<file path="src/hdl/tki_pkg.sv">
// shared types, codes and constants for the transmit key interlock
`default_nettype none

package tki_pkg;

    // request kinds carried in s_tuser
    localparam logic [1:0] REQ_TICK   = 2'd0;
    localparam logic [1:0] REQ_ARM    = 2'd1;
    localparam logic [1:0] REQ_PTT    = 2'd2;
    localparam logic [1:0] REQ_BUTTON = 2'd3;

    // event codes
    localparam logic [3:0] EV_NONE           = 4'd0;
    localparam logic [3:0] EV_KEYED          = 4'd1;
    localparam logic [3:0] EV_REF_UNARMED    = 4'd2;
    localparam logic [3:0] EV_REF_RADIO      = 4'd3;
    localparam logic [3:0] EV_REF_BATT       = 4'd4;
    localparam logic [3:0] EV_ARMED          = 4'd5;
    localparam logic [3:0] EV_DISARMED       = 4'd6;
    localparam logic [3:0] EV_UNKEY_HOST     = 4'd7;
    localparam logic [3:0] EV_UNKEY_BUTTON   = 4'd8;
    localparam logic [3:0] EV_UNKEY_MAXTIME  = 4'd9;
    localparam logic [3:0] EV_UNKEY_HOSTGONE = 4'd10;
    localparam logic [3:0] EV_EXPIRED        = 4'd11;

    // configuration register indexes
    localparam int unsigned CFG_IDX_W = 3;
    localparam logic [CFG_IDX_W-1:0] CFG_ARM_MAGIC      = 3'd0;
    localparam logic [CFG_IDX_W-1:0] CFG_ARM_LIFETIME   = 3'd1;
    localparam logic [CFG_IDX_W-1:0] CFG_MAX_KEY        = 3'd2;
    localparam logic [CFG_IDX_W-1:0] CFG_BATTERY_MIN    = 3'd3;
    localparam logic [CFG_IDX_W-1:0] CFG_DEBOUNCE       = 3'd4;

    // configuration reset values
    localparam logic [31:0] ARM_LIFETIME_RST = 32'd600000;
    localparam logic [31:0] MAX_KEY_RST      = 32'd180000;
    localparam logic [12:0] BATTERY_MIN_RST  = 13'd3400;
    localparam logic [9:0]  DEBOUNCE_RST     = 10'd30;

    // stream widths
    localparam int unsigned IN_TDATA_W  = 56;
    localparam int unsigned OUT_TDATA_W = 8;

    typedef struct packed {
        logic [31:0] arm_magic;
        logic [31:0] arm_lifetime_ms;
        logic [31:0] max_key_ms;
        logic [12:0] battery_min_mv;
        logic [9:0]  debounce_ms;
    } cfg_t;

    typedef struct packed {
        logic [1:0]  req_type;
        logic [31:0] arm_word;
        logic        ptt_request;
        logic        button_down;
        logic        host_present;
        logic        clip_tx_busy;
        logic        radio_ok;
        logic [12:0] battery_mv;
    } item_t;

    typedef struct packed {
        logic       ptt_active;
        logic       mic_from_host;
        logic       arm_active;
        logic [3:0] event_code;
    } result_t;

endpackage

`default_nettype wire

</file>
<file path="src/hdl/tki_core.sv">
// interlock state registers and the single-pass update for one request
`default_nettype none

module tki_core
(
    input  wire logic             clk,
    input  wire logic             rst_n,
    input  wire logic             fire,
    input  wire tki_pkg::item_t   item,
    input  wire tki_pkg::cfg_t    cfg,
    output tki_pkg::result_t      result
);
    import tki_pkg::*;

    logic [31:0] time_now_reg,    time_now_next;
    logic [31:0] key_start_reg,   key_start_next;
    logic [31:0] arm_expiry_reg,  arm_expiry_next;
    logic [31:0] btn_change_reg,  btn_change_next;
    logic        armed_reg,       armed_next;
    logic        keyed_reg,       keyed_next;
    logic        route_reg,       route_next;
    logic        btn_level_reg,   btn_level_next;
    logic [3:0]  event_code;

    // tick path terms
    logic [31:0] time_inc;
    logic [31:0] key_elapsed;
    logic [31:0] expiry_diff;
    logic        max_hit;
    logic        keyed_after_max;
    logic        host_gone;
    logic        keyed_after_gone;
    logic        arm_expired;

    // key attempt terms
    logic        key_ok;
    logic [3:0]  key_event;

    // button debounce terms
    logic [31:0] btn_elapsed;
    logic        btn_change;

    assign time_inc         = time_now_reg + 32'd1;
    assign key_elapsed      = time_inc - key_start_reg;
    assign max_hit          = keyed_reg && (key_elapsed > cfg.max_key_ms);
    assign keyed_after_max  = keyed_reg && !max_hit;
    assign host_gone        = keyed_after_max && !item.host_present && !item.clip_tx_busy;
    assign keyed_after_gone = keyed_after_max && !host_gone;
    assign expiry_diff      = time_inc - arm_expiry_reg;
    assign arm_expired      = armed_reg && (expiry_diff != 32'd0) && !expiry_diff[31];

    // key refusal ladder, shared by host and button keying
    always_comb
    begin
        key_ok = 1'b0;
        if (keyed_reg)
            key_event = EV_NONE;
        else if (!armed_reg)
            key_event = EV_REF_UNARMED;
        else if (!item.radio_ok)
            key_event = EV_REF_RADIO;
        else if (item.battery_mv < cfg.battery_min_mv)
            key_event = EV_REF_BATT;
        else
        begin
            key_event = EV_KEYED;
            key_ok    = 1'b1;
        end
    end

    assign btn_elapsed = time_now_reg - btn_change_reg;
    assign btn_change  = (item.button_down != btn_level_reg)
                         && (btn_elapsed > {22'd0, cfg.debounce_ms});

    // next state and event for the current request
    always_comb
    begin
        time_now_next   = time_now_reg;
        key_start_next  = key_start_reg;
        arm_expiry_next = arm_expiry_reg;
        btn_change_next = btn_change_reg;
        armed_next      = armed_reg;
        keyed_next      = keyed_reg;
        route_next      = route_reg;
        btn_level_next  = btn_level_reg;
        event_code      = EV_NONE;
        unique case (item.req_type)
            REQ_TICK:
            begin
                time_now_next = time_inc;
                keyed_next    = keyed_after_gone && !arm_expired;
                route_next    = route_reg && keyed_after_gone && !arm_expired;
                if (arm_expired)
                    armed_next = 1'b0;
                if (max_hit)
                    event_code = EV_UNKEY_MAXTIME;
                else if (host_gone)
                    event_code = EV_UNKEY_HOSTGONE;
                else if (arm_expired)
                    event_code = EV_EXPIRED;
            end
            REQ_ARM:
            begin
                if (item.arm_word == cfg.arm_magic)
                begin
                    armed_next      = 1'b1;
                    arm_expiry_next = time_now_reg + cfg.arm_lifetime_ms;
                    event_code      = EV_ARMED;
                end
                else
                begin
                    armed_next = 1'b0;
                    keyed_next = 1'b0;
                    route_next = 1'b0;
                    event_code = EV_DISARMED;
                end
            end
            REQ_PTT:
            begin
                if (item.ptt_request)
                begin
                    event_code = key_event;
                    if (key_ok)
                    begin
                        keyed_next     = 1'b1;
                        route_next     = 1'b1;
                        key_start_next = time_now_reg;
                    end
                end
                else if (keyed_reg)
                begin
                    keyed_next = 1'b0;
                    route_next = 1'b0;
                    event_code = EV_UNKEY_HOST;
                end
            end
            REQ_BUTTON:
            begin
                if (btn_change)
                begin
                    btn_level_next  = item.button_down;
                    btn_change_next = time_now_reg;
                    if (item.button_down)
                    begin
                        event_code = key_event;
                        if (key_ok)
                        begin
                            keyed_next     = 1'b1;
                            route_next     = 1'b0;
                            key_start_next = time_now_reg;
                        end
                    end
                    else if (keyed_reg)
                    begin
                        keyed_next = 1'b0;
                        route_next = 1'b0;
                        event_code = EV_UNKEY_BUTTON;
                    end
                end
            end
            default:
            begin
                event_code = EV_NONE;
            end
        endcase
    end

    // result follows the updated state
    assign result.ptt_active    = keyed_next;
    assign result.mic_from_host = route_next;
    assign result.arm_active    = armed_next;
    assign result.event_code    = event_code;

    // state update on each accepted request
    always_ff @(posedge clk or negedge rst_n)
    begin
        if (!rst_n)
        begin
            time_now_reg   <= '0;
            key_start_reg  <= '0;
            arm_expiry_reg <= '0;
            btn_change_reg <= '0;
            armed_reg      <= 1'b0;
            keyed_reg      <= 1'b0;
            route_reg      <= 1'b0;
            btn_level_reg  <= 1'b0;
        end
        else if (fire)
        begin
            time_now_reg   <= time_now_next;
            key_start_reg  <= key_start_next;
            arm_expiry_reg <= arm_expiry_next;
            btn_change_reg <= btn_change_next;
            armed_reg      <= armed_next;
            keyed_reg      <= keyed_next;
            route_reg      <= route_next;
            btn_level_reg  <= btn_level_next;
        end
    end

`ifndef SYNTH
    // the transmitter is never keyed without an arm
    a_keyed_needs_arm: assert property (@(posedge clk) disable iff (!rst_n)
        keyed_reg |-> armed_reg)
        else $error("keyed while disarmed");

    // host audio route only while keyed
    a_route_needs_key: assert property (@(posedge clk) disable iff (!rst_n)
        route_reg |-> keyed_reg)
        else $error("host audio routed while unkeyed");

    // time only moves on an accepted request
    a_time_holds: assert property (@(posedge clk) disable iff (!rst_n)
        !fire |=> $stable(time_now_reg))
        else $error("time advanced without a request");
`endif

endmodule

`default_nettype wire

</file>
<file path="src/hdl/tki_outq.sv">
// two-entry result queue between the update stage and the output stream
`default_nettype none

module tki_outq
(
    input  wire logic               clk,
    input  wire logic               rst_n,
    input  wire logic               push,
    input  wire tki_pkg::result_t   push_data,
    output logic                    not_full,
    output logic                    m_tvalid,
    input  wire logic               m_tready,
    output tki_pkg::result_t        head
);
    import tki_pkg::*;

    result_t     entry_reg [2];
    logic        wr_ptr_reg;
    logic        rd_ptr_reg;
    logic [1:0]  count_reg;
    logic        pop;

    assign not_full = (count_reg != 2'd2);
    assign m_tvalid = (count_reg != 2'd0);
    assign pop      = m_tvalid && m_tready;
    assign head     = entry_reg[rd_ptr_reg];

    // entry storage
    always_ff @(posedge clk)
    begin
        if (push)
            entry_reg[wr_ptr_reg] <= push_data;
    end

    // pointers and fill count
    always_ff @(posedge clk or negedge rst_n)
    begin
        if (!rst_n)
        begin
            wr_ptr_reg <= 1'b0;
            rd_ptr_reg <= 1'b0;
            count_reg  <= 2'd0;
        end
        else
        begin
            if (push)
                wr_ptr_reg <= !wr_ptr_reg;
            if (pop)
                rd_ptr_reg <= !rd_ptr_reg;
            if (push && !pop)
                count_reg <= count_reg + 2'd1;
            else if (pop && !push)
                count_reg <= count_reg - 2'd1;
        end
    end

`ifndef SYNTH
    // never more than two results held
    a_count_range: assert property (@(posedge clk) disable iff (!rst_n)
        count_reg != 2'd3)
        else $error("result queue overflow");

    // a push only lands in a free slot
    a_push_room: assert property (@(posedge clk) disable iff (!rst_n)
        push |-> not_full)
        else $error("push into full result queue");

    // a lone pop frees exactly one slot
    a_pop_count: assert property (@(posedge clk) disable iff (!rst_n)
        (pop && !push) |=> count_reg == $past(count_reg) - 2'd1)
        else $error("fill count wrong after pop");
`endif

endmodule

`default_nettype wire

</file>
<file path="src/hdl/transmit_key_interlock.sv">
// transmit key interlock top level: stream ports, config registers, input stage
//
//  channel  | direction | handshake            | content
//  ---------+-----------+----------------------+-------------------------------
//  s_*      | in        | s_tvalid / s_tready  | one request per transfer
//  m_*      | out       | m_tvalid / m_tready  | one result per request
//  cfg_*    | in        | cfg_valid/cfg_ready  | register index and write data
//
// A request is taken every cycle while the result queue has room; it is
// captured in the input register, goes through the single-pass update and is
// written into the result queue, from which m_* offers it. The two-entry
// result queue lets requests keep flowing while a result waits. Reset clears
// all state and loads the configuration defaults. cfg_ready is always high.
`default_nettype none

module transmit_key_interlock
(
    input  wire logic                              clk,
    input  wire logic                              rst_n,
    input  wire logic                              s_tvalid,
    output logic                                   s_tready,
    // arm_word, ptt_request, button_down, host_present, clip_tx_busy,
    // radio_ok, battery_mv, zero fill
    input  wire logic [tki_pkg::IN_TDATA_W-1:0]    s_tdata,
    // req_type
    input  wire logic [1:0]                        s_tuser,
    output logic                                   m_tvalid,
    input  wire logic                              m_tready,
    // ptt_active, mic_from_host, arm_active, event_code, zero fill
    output logic [tki_pkg::OUT_TDATA_W-1:0]        m_tdata,
    input  wire logic                              cfg_valid,
    output logic                                   cfg_ready,
    input  wire logic [tki_pkg::CFG_IDX_W-1:0]     cfg_index,
    input  wire logic [31:0]                       cfg_data
);
    import tki_pkg::*;

    cfg_t        cfg_reg;
    item_t       item_reg;
    logic        item_vld_reg;
    logic        q_not_full;
    logic        advance;
    result_t     core_result;
    result_t     q_head;

    assign cfg_ready = 1'b1;

    // configuration register writes
    always_ff @(posedge clk or negedge rst_n)
    begin
        if (!rst_n)
        begin
            cfg_reg.arm_magic       <= '0;
            cfg_reg.arm_lifetime_ms <= ARM_LIFETIME_RST;
            cfg_reg.max_key_ms      <= MAX_KEY_RST;
            cfg_reg.battery_min_mv  <= BATTERY_MIN_RST;
            cfg_reg.debounce_ms     <= DEBOUNCE_RST;
        end
        else if (cfg_valid && cfg_ready)
        begin
            unique case (cfg_index)
                CFG_ARM_MAGIC:    cfg_reg.arm_magic       <= cfg_data;
                CFG_ARM_LIFETIME: cfg_reg.arm_lifetime_ms <= cfg_data;
                CFG_MAX_KEY:      cfg_reg.max_key_ms      <= cfg_data;
                CFG_BATTERY_MIN:  cfg_reg.battery_min_mv  <= cfg_data[12:0];
                CFG_DEBOUNCE:     cfg_reg.debounce_ms     <= cfg_data[9:0];
                default:          ;
            endcase
        end
    end

    // input stage: holds one request until the queue has room
    assign advance  = item_vld_reg && q_not_full;
    assign s_tready = !item_vld_reg || q_not_full;

    always_ff @(posedge clk or negedge rst_n)
    begin
        if (!rst_n)
            item_vld_reg <= 1'b0;
        else if (s_tready)
            item_vld_reg <= s_tvalid;
    end

    always_ff @(posedge clk)
    begin
        if (s_tvalid && s_tready)
        begin
            item_reg.req_type     <= s_tuser;
            item_reg.arm_word     <= s_tdata[31:0];
            item_reg.ptt_request  <= s_tdata[32];
            item_reg.button_down  <= s_tdata[33];
            item_reg.host_present <= s_tdata[34];
            item_reg.clip_tx_busy <= s_tdata[35];
            item_reg.radio_ok     <= s_tdata[36];
            item_reg.battery_mv   <= s_tdata[49:37];
        end
    end

    // interlock update
    tki_core u_core
    (
        .clk    (clk),
        .rst_n  (rst_n),
        .fire   (advance),
        .item   (item_reg),
        .cfg    (cfg_reg),
        .result (core_result)
    );

    // result queue
    tki_outq u_outq
    (
        .clk       (clk),
        .rst_n     (rst_n),
        .push      (advance),
        .push_data (core_result),
        .not_full  (q_not_full),
        .m_tvalid  (m_tvalid),
        .m_tready  (m_tready),
        .head      (q_head)
    );

    assign m_tdata = {1'b0, q_head.event_code, q_head.arm_active,
                      q_head.mic_from_host, q_head.ptt_active};

endmodule

`default_nettype wire

</file>
<file path="config.mk">
export PLATFORM = sky130hd
export DESIGN_NAME = transmit_key_interlock
export DESIGN_NICKNAME = d
export VERILOG_FILES = /design/src/hdl/tki_pkg.sv /design/src/hdl/tki_core.sv /design/src/hdl/tki_outq.sv /design/src/hdl/transmit_key_interlock.sv
export SDC_FILE = /design/constraint.sdc
export NUM_CORES = 1
export LEC_CHECK = 0
export BUFFER_PORTS_ARGS = -buffer_cell sky130_fd_sc_hd__buf_2
export CAP_MARGIN = 10
export CORE_MARGIN = 2
export CORE_UTILIZATION = 25
export CTS_BUF_LIST = sky130_fd_sc_hd__clkbuf_2
export CTS_CLUSTER_SIZE = 8
export DETAILED_ROUTE_END_ITERATION = 8
export HOLD_SLACK_MARGIN = 0.08
export PLACE_DENSITY = 0.39
export SLEW_MARGIN = 40
export SYNTH_ARGS = -nofsm -noshare
export SYNTH_HDL_FRONTEND = slang
export SYNTH_SLANG_ARGS = --single-unit
</file>
<file path="constraint.sdc">
create_clock -name clk -period 8.1 [get_ports clk]
set_clock_uncertainty 0.05 [all_clocks]
set_input_delay 1.62 -clock clk [delete_from_list [all_inputs] [get_ports clk]]
set_output_delay 1.62 -clock clk [all_outputs]
set_load 0.005 [all_outputs]
</file>
==> results of run 1 <==
## worst reg2reg max path, delay by kind of cell, from the launching register on
family / cells / cell delay, ps
compound gates: 16 / 2970
xor+xnor: 2 / 420
fa+ha+maj: 3 / 870
flops: 1 / 530
simple gates: 9 / 2260
## final timing paths
path                       slack (ps)  cells past startpoint                       from                         to
max                               890                     30     u_core.time_now_reg[1]     u_outq.entry_reg[1][5]
min                               440                      2  u_core.arm_expiry_reg[16]  u_core.arm_expiry_reg[16]
max reg2reg                       890                     30     u_core.time_now_reg[1]     u_outq.entry_reg[1][5]
min reg2reg                       440                      2  u_core.arm_expiry_reg[16]  u_core.arm_expiry_reg[16]
max in group asynchronous        6290                      3                      rst_n                cfg_reg[68]
min in group asynchronous         460                      1                      rst_n  u_core.btn_change_reg[27]
## layout make-up
| type | count | share of cell area |
|---|---|---|
| inverters | 175 | 0.0278 |
| well taps | 1080 | 0.0572 |
| clock inverters | 33 | 0.00954 |
| multi-input cells | 1596 | 0.491 |
| flip-flops and latches | 322 | 0.357 |
| diodes | 2 | 0.000212 |
| clock buffers | 128 | 0.0271 |
| repair buffers | 122 | 0.0305 |
## cell usage after synthesis (7+ instances only)
cell,count
o211ai_1,13
o21a_1,22
buf_2,8
nor3_1,31
o21bai_1,13
xor2_1,74
a211oi_1,11
nand4_1,36
a31oi_1,15
dfrtp_1,230
a211o_1,7
and2_1,10
or3_1,11
nand3_1,34
ha_1,180
o21ai_0,177
nand2b_1,19
nand2_1,233
or2_2,8
o31ai_1,9
a21o_1,55
and3_1,22
inv_1,174
edfxtp_1,66
a21oi_1,131
nor2_1,91
xnor2_1,117
nor2b_1,23
clkbuf_1,60
mux2_2,125
dfstp_2,26
## power groups by stage
stage                     registers, W  clock network [W]  logic [W]
after global routing           0.00209            0.00145    0.00396
after detailed placement       0.00209                  0    0.00354
after floorplan                0.00203                  0    0.00260
after global placement         0.00209                  0    0.00352
after CTS                      0.00206            0.00137    0.00357
final                          0.00206            0.00128    0.00353
## placed cells by master (no fill, tap or decap), drive strengths merged, types with 8 or more instances in the layout
cell,synthesis,routed
nand2,233,233
dfrtp,230,230
o21ai,182,182
ha,180,180
inv,174,177
a21oi,133,133
clkbuf,61,128
mux2,125,125
buf,14,122
xnor2,117,117
nor2,91,91
xor2,74,74
edfxtp,66,66
a21o,56,56
nand4,36,36
nand3,34,34
nor3,33,33
clkinv,1,27
dfstp,26,26
nor2b,24,24
and3,24,24
o21a,23,23
nand2b,19,19
a31oi,15,15
o211ai,13,13
o21bai,13,13
a211oi,13,13
and2,13,13
or3,11,11
o31ai,9,9
or2,8,8
nor4,8,8
## through the flow
| stage | total power (W) | worst slack (ps) | hold slack, ps | std cells |
|---|---|---|---|---|
| after global routing | 0.00749 | 97.9 | 418 | 3457 |
| after floorplan | 0.00463 | 2070 | 399 | 2168 |
| final | 0.00687 | 891 | 435 | 3458 |
| after CTS | 0.00700 | 764 | 323 | 3455 |
| after global placement | 0.00561 | 849 | 416 | 3293 |
| after detailed placement | 0.00563 | 848 | 422 | 3294 |
## cells by family (layout without fill, tap and decap cells)
kind of cell               after synthesis  count (layout)  synth area share
AOI/OAI and AO/OA                      534             534             0.162
xor gates and xnor gates               191             191            0.0799
adders and majority gates              184             184             0.111
buffers and inverters                  250             458            0.0468
DFF                                    322             322             0.402
muxes                                  130             130            0.0696
other                                    2               4          0.000359
and+or+nand+nor                        555             555             0.128
## metal layers
metal | share of wire | vias to the layer above | GRT usage
met5 | 0.00016 | - | 0
li1 | - | 8018 | -
met2 | 0.45 | 309 | 0.235
met1 | 0.48 | 7612 | 0.193
met4 | 0.035 | 2 | 0.0592
met3 | 0.034 | 128 | 0.0208
==> results.toml, run 1 <==
[outcome]
status = "finished, final reports clean"

[worst_setup_path]
crit_family = "compound AO/OA/AOI/OAI gates"
cp.required_ps = 8970
arrival_ps = 8080
slowest_delay_ps = 530
crit_top_cell = "a21oi_1"
cp.buffers_inverters = 0
slowest_stage = "dfrtp_1"
worstSetupPathType = "reg2reg"
cp_max_fo = 8
start_kind = "flip-flop"
end_kind = "flip-flop"

[floorplan]
die_area_sq_mm = 0.0861
io-pin-count = 109
die_h_microns = 293
start_util = 0.251
rows = 106
core-area_sq_mm = 0.0833
die_x_microns = 293

[cts]
ctsLongestPathBuffers = 3
h-tree-depth = 3
cts_setup_buffers = 0
cts_resized = 0
numCtsBuffers = 91
path_clk_slew_ps = 100
clockRootBuffer = "clkbuf_2"
cts_hold_buf = 0
insertion_delay_ps = 1090
cts_tree = "built"
cts.sinks = 322

[power]
power_frac_comb = 0.514
p_clk_frac = 0.187
vdd_ir_drop_max_mv = 0.119
switchingPower_w = 0.00286
seqPwrFrac = 0.299
leakage_nw = 10.8
swShare = 0.417
p_int_w = 0.00400
powerDensity_mw_per_mm2 = 291

[cells_and_area]
stdcell_area_sq_mm = 0.0236
final_util = 0.284
fin_nets = 2590
largest_register_ffs = 119
syn2layout_area_growth_pct = 12.8
final-seq-area_sq_mm = 0.00842
drive_gt1_frac = 0.193
nFillCells = 8862
multi_input_area_sq_mm = 0.0116

[synthesis]
synth_nets = 2450
netlist_instances = 2168
synth_area_leaders = "dfrtp_1 27%, ha_1 11%, edfxtp_1 9.5%, mux2_2 6.7%, xnor2_1 4.9%"
ys_warn_count = 0
yosys_register_bits = 322
synthDominantCellAreaShare = 0.275
syn_area_per_cell_sq_um = 9.65
synth_area_leader_cell = "dfrtp_1"
yosysSeqAreaShare = 0.402
syn_area_sq_mm = 0.0209
synth_top_flop_cell = "dfrtp_1"
synth_cell_type_count = 91
synth-edff-count = 66
synthArstFlopShare = 0.795

[sta]
final-setup-viol-count = 0
timing_max_transition_violations_final = 0
hold_viol = 0
max_freq_mhz = 139
grt_setup_unrepaired = "false"
worstMarginPinSlew_ps = 780
fin_tns_setup_ps = 0
relSlewSlack = 0.467
period_share = 0.890
fin_crit_ps = 7210

[global_route]
overflow = 0
grt_pass1_vias = 16782
grt_max_degree = 136
grt_pass1_wl_microns = 96500
grt_usage = 0.145
antenna_found_initial = 4

[place]
hpwl_microns = 47700
gp_congestion = 0.827
placed_cell_area_sq_mm = 0.0227
io_buffer_count = 100

[drt]
drt_wl_total_microns = 61500
dr_total_vias = 16069
routedWlPerCell_microns = 17.8
drc = 0
ant_nets = 0
via_per_inst = 4.65
first_pass_iters = 5
drt_iter0_drc = 720

[job]
drv_cap = 0

[min_path]
hp-class = "reg2reg"
Power figures use the tool's default switching activity.
==> run 2: changes to the inputs <==
--- a/config.mk
+++ b/config.mk
@@ -9,11 +9,12 @@
 export CAP_MARGIN = 10
 export CORE_MARGIN = 2
 export CORE_UTILIZATION = 25
-export CTS_BUF_LIST = sky130_fd_sc_hd__clkbuf_2
+export CTS_BUF_LIST = sky130_fd_sc_hd__clkbuf_8 sky130_fd_sc_hd__clkbuf_16
 export CTS_CLUSTER_SIZE = 8
 export DETAILED_ROUTE_END_ITERATION = 8
 export HOLD_SLACK_MARGIN = 0.08
 export PLACE_DENSITY = 0.39
+export SKIP_CTS_REPAIR_TIMING = 1
 export SLEW_MARGIN = 40
 export SYNTH_ARGS = -nofsm -noshare
 export SYNTH_HDL_FRONTEND = slang
==> run 2 against run 1 <==
Combinational power about the same; core utilization up 0.60 points; highest routed layer is now met4; hold slack worse by 9.3 ps; fmax down 1.2%; first-iteration DRC count up 13%; largest cell class unchanged; critical path type unchanged; power up 8.1%; sequential power about the same; largest power group unchanged; critical path depth unchanged; sequential share of layout area down 0.74 points; critical endpoint unchanged; via count down 1.6%; global-route usage down 0.11 points.
==> results.toml, run 2 (synthesized netlist as in run 1, its figures left out) <==
[worst_setup_path]
cp-startpoint = "u_core.time_now_reg[1]"
critPathCapture = "u_outq.entry_reg[1][5]"
crit_top_cell = "a21oi_1"
cp.required_ps = 8460
slowest_delay_ps = 510
arrival_ps = 7650
start_kind = "flip-flop"
cp_max_fo = 8
worstReg2RegStart = "u_core.time_now_reg[1]"
end_kind = "flip-flop"
slowest_stage = "dfrtp_1"
r2r_slack_ps = 810
reg2reg_depth = 30
worstSetupPathType = "reg2reg"
r2r_end = "u_outq.entry_reg[1][5]"

[drt]
dr_total_vias = 15808
drt_iter0_drc = 813
drt_wl_total_microns = 61200
drc = 0
first_pass_iters = 5
ant_nets = 0
routedWlPerCell_microns = 18.1
via_per_inst = 4.68

[job]
drv_cap = 0

[place]
dp.cells = 3294
io_buffer_count = 100
hpwl_microns = 47700
placed_cell_area_sq_mm = 0.0227
gp_congestion = 0.827

[outcome]
status = "finished, final reports clean"

[sta]
timing_max_transition_violations_final = 0
period_share = 0.901
max_freq_mhz = 137
worstMarginPinSlew_ps = 780
fin_tns_setup_ps = 0
fin_crit_ps = 7290
relSlewSlack = 0.466
final-setup-viol-count = 0
hold_viol = 0
grt_setup_unrepaired = "false"

[floorplan]
rows = 106
io-pin-count = 109
die_h_microns = 293
die_x_microns = 293
core-area_sq_mm = 0.0833
die_area_sq_mm = 0.0861
start_util = 0.251

[min_path]
hp-class = "reg2reg"

[global_route]
grt_max_degree = 136
use_met2 = 0.237
grt_usage = 0.144
antenna_found_initial = 2
overflow = 0
grt_pass1_wl_microns = 96100
grt_use_met3 = 0.0184
grtUsageMet1 = 0.195
grt_busiest_layer = "met2"
grt_pass1_vias = 16321

[cells_and_area]
stdcell_area_sq_mm = 0.0241
largest_register_ffs = 119
mostFrequentLayoutCell = "nand2_1"
fin_nets = 2546
stdcell_count = 3379
syn2layout_area_growth_pct = 15.2
antenna_cells = 0
drive_gt1_frac = 0.161
final_cell_mix = "233 x nand2_1, 230 x dfrtp_1, 205 x inv_1, 180 x ha_1, 177 x o21ai_0"
final_util = 0.290
nFillCells = 8754

[cts]
insertion_delay_ps = 590
h-tree-depth = 2
cts.sinks = 322
numCtsBuffers = 47
path_clk_slew_ps = 50
clockRootBuffer = "clkbuf_16"
cts_tree = "built"
ctsLongestPathBuffers = 3

[power]
vdd_ir_drop_max_mv = 0.165
powerDensity_mw_per_mm2 = 308
leakage_nw = 10.9
==> run 2: metal layers <==
layer	vias up	wire length [microns]
li1	7892	-
met1	7574	29400
met5	-	0
met2	251	28100
met3	91	1920
met4	0	1690
==> run 2: worst min path at each step <==
stage | start | endpoint | depth (start not counted) | slack, ps
global placement | u_core.arm_expiry_reg[8] | u_core.arm_expiry_reg[8] | 2 | 420
detailed placement | u_core.arm_expiry_reg[16] | u_core.arm_expiry_reg[16] | 2 | 420
global route | u_core.arm_expiry_reg[7] | u_core.arm_expiry_reg[7] | 2 | 460
CTS | u_core.arm_expiry_reg[16] | u_core.arm_expiry_reg[16] | 2 | 430
finish | u_core.arm_expiry_reg[16] | u_core.arm_expiry_reg[16] | 2 | 430
floorplan | u_core.arm_expiry_reg[22] | u_core.arm_expiry_reg[22] | 2 | 400
==> run 2: power breakdown <==
group | internal, W | switching, W
logic | 0.00156 | 0.00196
clock network | 0.00106 | 0.000768
registers | 0.00192 | 0.000145
total | 0.00454 | 0.00288
==> run 2: layout make-up <==
class | count | area, sq um | area share
clock buffers | 49 | 1200 | 0.0499
clock inverters | 35 | 170 | 0.00706
multi-input cells | 1596 | 11600 | 0.481
well taps | 1080 | 1350 | 0.0560
inverters | 175 | 657 | 0.0272
repair buffers | 122 | 719 | 0.0298
flip-flops and latches | 322 | 8420 | 0.349
==> run 2: stage by stage <==
| step | hold slack (ps) | total power [W] | setup slack (ps) |
|---|---|---|---|
| CTS | 432 | 0.00754 | 752 |
| finish | 426 | 0.00742 | 806 |
| detailed placement | 422 | 0.00563 | 848 |
| global placement | 416 | 0.00561 | 849 |
| global route | 457 | 0.00802 | 103 |
| floorplan | 399 | 0.00463 | 2070 |
==> run 2: critical path: cells and delay by family, from the launching register on <==
kind            cells  cell delay (ps)
flops               1              510
compound gates     16             3010
xor+xnor            2              430
fa+ha+maj           3              870
simple gates        9             2270
